==> src/hdl/krt_pkg.sv <==
// Package for the keyed record table: field widths, request and status codes,
// controller state encoding and the per-cell command word.
// Depends on nothing; every other file in hdl/ imports it.
package krt_pkg;

  // Default sizing of the table.
  localparam int unsigned DEPTH_DEF        = 64;
  localparam int unsigned PAYLOAD_BITS_DEF = 32;

  // Fixed widths of the word fields.
  localparam int unsigned OP_W   = 3;
  localparam int unsigned KEY_W  = 32;
  localparam int unsigned PAY_W  = 32;
  localparam int unsigned POS_W  = 6;
  localparam int unsigned STAT_W = 3;
  localparam int unsigned CNT_W  = 7;

  // Request codes.
  typedef enum logic [OP_W-1:0] {
    OP_LOOKUP = 3'd0,
    OP_INSERT = 3'd1,
    OP_UPDATE = 3'd2,
    OP_DELETE = 3'd3,
    OP_READ   = 3'd4
  } req_type_e;

  // Result status codes.
  typedef enum logic [STAT_W-1:0] {
    ST_DONE    = 3'd0,
    ST_PRESENT = 3'd1,
    ST_ABSENT  = 3'd2,
    ST_RANGE   = 3'd3,
    ST_FULL    = 3'd4
  } status_e;

  // Controller states, one-hot.
  typedef enum logic [1:0] {
    S_IDLE = 2'b01,
    S_EXEC = 2'b10
  } ctrl_state_e;

  // Command to one table cell.
  typedef struct packed {
    logic load_new;   // take the request key and payload
    logic shift_in;   // take the contents of the next cell up
    logic write_pay;  // replace only the payload
  } cell_cmd_t;

  // Registered copy of an accepted request word.
  typedef struct packed {
    req_type_e          req_type;
    logic [KEY_W-1:0]   entry_key;
    logic [PAY_W-1:0]   entry_payload;
    logic [POS_W-1:0]   entry_position;
  } req_t;

  // Result word held in the output register.
  typedef struct packed {
    status_e            status;
    logic [POS_W-1:0]   found_position;
    logic [KEY_W-1:0]   out_key;
    logic [PAY_W-1:0]   out_payload;
    logic [CNT_W-1:0]   entry_count;
  } rsp_t;

endpackage

==> src/hdl/krt_cell.sv <==
// One entry of the record table: key and payload registers, a key comparator
// with a registered match flag, and a load path from the next cell up.
// Depends on krt_pkg.
module krt_cell #(
  parameter int unsigned PAYLOAD_BITS = krt_pkg::PAYLOAD_BITS_DEF
) (
  input  logic                       clk_i,
  input  krt_pkg::cell_cmd_t         cmd_i,
  input  logic                       cmp_en_i,
  input  logic [krt_pkg::KEY_W-1:0]  cmp_key_i,
  input  logic [krt_pkg::KEY_W-1:0]  new_key_i,
  input  logic [PAYLOAD_BITS-1:0]    new_pay_i,
  input  logic [krt_pkg::KEY_W-1:0]  next_key_i,
  input  logic [PAYLOAD_BITS-1:0]    next_pay_i,
  output logic [krt_pkg::KEY_W-1:0]  key_o,
  output logic [PAYLOAD_BITS-1:0]    pay_o,
  output logic                       match_o
);
  import krt_pkg::*;

  logic [KEY_W-1:0]        key_q;
  logic [PAYLOAD_BITS-1:0] pay_q;
  logic                    match_q;

  // Compare against the key of the word being accepted.
  always_ff @(posedge clk_i) begin
    if (cmp_en_i) begin
      match_q <= (key_q == cmp_key_i);
    end
  end

  // Entry storage: new record, shift down from the neighbor, or payload rewrite.
  always_ff @(posedge clk_i) begin
    if (cmd_i.load_new) begin
      key_q <= new_key_i;
      pay_q <= new_pay_i;
    end else if (cmd_i.shift_in) begin
      key_q <= next_key_i;
      pay_q <= next_pay_i;
    end else if (cmd_i.write_pay) begin
      pay_q <= new_pay_i;
    end
  end

  assign key_o   = key_q;
  assign pay_o   = pay_q;
  assign match_o = match_q;

endmodule

==> config.mk <==
export PLATFORM = sky130hd
export DESIGN_NAME = krt_cell
export DESIGN_NICKNAME = d
export VERILOG_FILES = /design/src/hdl/krt_pkg.sv /design/src/hdl/krt_cell.sv
export SDC_FILE = /design/constraint.sdc
export NUM_CORES = 1
export LEC_CHECK = 0
export BUFFER_PORTS_ARGS = -buffer_cell sky130_fd_sc_hd__buf_2
export CORE_AREA = 2 2 67 133
export CTS_CLUSTER_SIZE = 40
export DETAILED_ROUTE_END_ITERATION = 6
export DIE_AREA = 0 0 69 135
export HOLD_SLACK_MARGIN = 0.15
export PLACE_DENSITY = 0.77
export SLEW_MARGIN = 30
export SYNTH_ARGS = -nofsm -noshare
export SYNTH_HDL_FRONTEND = slang
export SYNTH_SLANG_ARGS = --single-unit
==> constraint.sdc <==
create_clock -name clk_i -period 2.83 [get_ports clk_i]
set_clock_uncertainty 0.05 [all_clocks]
set_input_delay 0.566 -clock clk_i [delete_from_list [all_inputs] [get_ports clk_i]]
set_output_delay 0.566 -clock clk_i [all_outputs]
set_load 0.005 [all_outputs]
Word level (Yosys, flattened, before mapping)
Index checks and enable logic that the tools add are counted.
{"block": "op_classes", "eq_ne": 1, "n_mux": 5, "reduce_logical": 2}
{"op": "two-way mux 32 bit", "n": 5}
{"op": "== test 32 bit", "n": 1}
{"op": "nonzero test 3 bit", "n": 1}
{"op": "nonzero test 2 bit", "n": 1}
{"block": "totals", "register_bits": 65, "out_inout_bits": 65, "word_cells": 11}

Logic depth before layout (Yosys ltp)
{"block": "depth", "ltp_word": 3, "ltp_mapped": 5, "mapped_depth_nobuf": 4}

Least setup slack after synthesis
Ideal clock, no wire load.
{"block": "synth_path", "path_type": "input port to flip-flop", "start": "in cmd_i[2] in the netlist's numbering", "end": "reg pay_q[0], in the netlist pay_o[0], enable pin", "setup_time_ns": 0.414, "arrival_time_ns": 1.475, "required_ns": 2.366, "path_slack_ns": 0.891, "cell_stages": 2, "n_path_buf": 1, "path_cell_list": "buf_4 -> or3_1"}
{"block": "synth_between", "elab_chain_cells": 1}
{"element": "start: declaration", "line": "krt_cell.sv:8", "text": "input krt_pkg::cell_cmd_t cmd_i,"}
{"element": "nonzero test 3 bit (no source line)"}
{"element": "end signal: assignment", "line": "krt_cell.sv:36", "text": "pay_q <= new_pay_i;"}
{"element": "end signal: assignment", "line": "krt_cell.sv:39", "text": "pay_q <= next_pay_i;"}
{"element": "end signal: assignment", "line": "krt_cell.sv:41", "text": "pay_q <= new_pay_i;"}
{"element": "end: declaration", "line": "krt_cell.sv:22", "text": "logic [PAYLOAD_BITS-1:0] pay_q;"}
No other way between the ends.
A chain may end at the register's enable or synchronous reset.

Worst setup path in the final report
{"block": "layout_path", "start": "in cmd_i[2] in the netlist's numbering", "end": "reg pay_q[31], in the netlist pay_o[31] (data pin)"}
{"block": "layout_between", "elab_chain_cells": 1}
{"element": "two-way mux 32 bit", "line": "krt_cell.sv:34", "text": "if (cmd_i.load_new) begin"}
No other way between the ends.

==> metrics.txt <==
Seq pwr share=45.7%; Slew @ Worst Pin=0.717 ns; critical path required time=2.85 ns; layout cells sized above 1=73.0%; Final Max Tran Viols=0; drt drc=0; largest net degree at the start of global routing=33; CTS buffer count=9; GRT Util Overall=17.1%; Mapped Avg Cell Area=17.7 sq um; Layout Nets=583; max incr delay on CP=0.47 ns; synth top area cells=edfxtp_1, mux2_4, mux2_2, xor2_1, buf_12; first-pass GRT wire length=12,200 um; Sink Count=65; reg-to-reg endpoint=match_o; CP Data Arrival Time=1.80 ns; Sw Share=21.3%; vias in the first global route=2,630; max-cap viol count=0; final hold violation count=0; RSZ-0062 raised after global routing=false; status=completed; Post-DP HPWL=6540 um; die area=9320 sq um; Synth Flop Type=edfxtp_1; Ports=230; worst r2r path cells=4; VDD IR max=358 uV; hold_sp=cmp_en_i; DRT iter0 DRCs=78; DP Worst Slack=0.691 ns; Post-synth EDFFs=65; Layout area overhead=46.0%; Setup WS post-layout=1.05 ns; initial antenna violation count=0; first-pass iteration count of the detailed router=4; Vias per Instance=4.66; clk slew on worst S/H paths=0.05 ns; WP buf/inv=2; Final Power=0.00269 W; leakage power=2.24 nW; sequential area share after synthesis=60.1%; Port Buffer Count=229; hold crit path type=in2reg; Post-synth top cells=edfxtp_1, mux2_2, xor2_1; Final setup violation count=0; ys async rst share=0%; Min-Delay Endpoint=match_o; # hold bufs at CTS=0; Die X=69 um; GP Congestion=0.769; root buffer cell=clkbuf_16; CP top delay family=buffers and inverters; top cell type's share of synthesized area=60.1%; Final TNS setup=0 ns; Die Ht=135 um; post-synthesis register bit count=65; crit-path cells=buf_2, nor2b_4, buf_4, mux2_2; clock power share=38.1%; worst hold path stage count=1; H-Tree Depth=3; cell with the most instances after synthesis=edfxtp_1; internal power=0.00212 W; Mapped Nets=348; internal reg-to-reg setup slack=1.30 ns; mux contribution to synthesized area=25.7%; CTS max path bufs=2; CP Capture Type=flop; CTS tree=built; crit path max-delay cell type=buf_4; row count=47; largest family of logic cells by synthesized area=multiplexers; fmax=562 MHz; Psw=0.000574 W; number of setup buffers added after CTS=0; placed cells=505; Min Hold Slack=0.406 ns; simple-gate share of the synthesized area=2.70%; Gate Count Post-Synth=183; worst relative slew slack=52.2%; Antenna Nets Post-Route=0; Non-Filler Instances=521; Initial Util=39.4%; Synth Area in XOR/XNOR=8.63%; Netlist cell types=14; Pwr Density=567 nW/um^2; mapped cell area=3250 sq um; largest area contributor in the netlist=edfxtp_1; Antenna Cells=0; fillers=675; Critical Path Start Type=input port; wire per inst=15.1 um; detailed-route via count=2,427; DRT Wirelength=7840 um; post-cts resize count=0; worst skew pair latency=0.32 ns; logic gate share of total power=16.1%; Overflow after GRT=0; Synth Area in Adders=0%; FF-to-FF Start=key_o[23]; Final period util=62.9%; Synth warnings=0; crit path kind=in2reg; Tmin final=1.78 ns; Synth Area in Compound Gates=0%; core area=8230 sq um; crit path max fanout=32
==> per-stage QoR <==
step / area [sq um] / utilization, %
6_report: 4740 / 57.6
5_1_grt: 4740 / 57.6
4_1_cts: 4740 / 57.6
3_5_place_dp: 4460 / 54.2
3_3_place_gp: 4460 / 54.2
2_1_floorplan: 3250 / -
==> final cells by class <==
cell class | instances | area, sq um | area share (%)
clock buffers | 11 | 233 | 4.91
repair buffers | 232 | 1180 | 24.9
clock inverters | 5 | 46.3 | 0.977
well taps | 98 | 123 | 2.59
multi-input cells | 110 | 1210 | 25.4
flip-flops and latches | 65 | 1950 | 41.2
==> cell usage in the layout (no fill, tap or decap), drive strengths merged <==
master and count:
bufinv 1, nor4 8, clkbuf 11, xor2 32
edfxtp 65, mux2 64, buf 232, nor2 1
nor2b 1, or3 1, clkinv 4, nand4 2
or2 1
==> power groups by stage <==
stage / Sequential (W) / Combinational [W] / Clock [W]
after floorplan: 0.00126 / 0.000185 / 0
after global placement: 0.00124 / 0.000429 / 0
after detailed placement: 0.00125 / 0.000442 / 0
after CTS: 0.00123 / 0.000443 / 0.00105
after global routing: 0.00124 / 0.000475 / 0.00110
final: 0.00123 / 0.000434 / 0.00103
==> flip-flops by register name, indices dropped and copies added, names as in the netlist <==
signal   flops
key_o       32
pay_o       32
match_o      1
==> per-layer routing <==
metal / global-route usage, % / vias up / part of all wire (%)
met1: 15.3 / 1092 / 30
met5: 0 / - / 0
met3: 5.52 / 17 / 8.7
met4: 7.73 / 0 / 2.7
met2: 33.4 / 153 / 58
li1: - / 1165 / -
==> cells by family after synthesis <==
| logic type | after synthesis |
|---|---|
| flip-flops | 65 |
| XOR/XNOR | 32 |
| AND/OR/NAND/NOR | 14 |
| multiplexers | 64 |
| buffers and inverters | 8 |
==> worst reg2reg max path: stages (launching register included) <==
cell,delay (ns)
edfxtp_1,0.41
xor2_1,0.16
nor4_1,0.50
nand4_1,0.16
nor2_1,0.12
==> worst max path at each step <==
stage / from / endpoint / cells past startpoint
after floorplan: cmd_i[2] / pay_o[0] / 2
after global placement: cmd_i[2] / pay_o[31] / 4
after detailed placement: cmd_i[2] / pay_o[31] / 4
after CTS: cmd_i[2] / pay_o[31] / 4
after global routing: cmd_i[2] / pay_o[31] / 4
final: cmd_i[2] / pay_o[31] / 4
No activity file was read; power rests on OpenSTA's default activity.
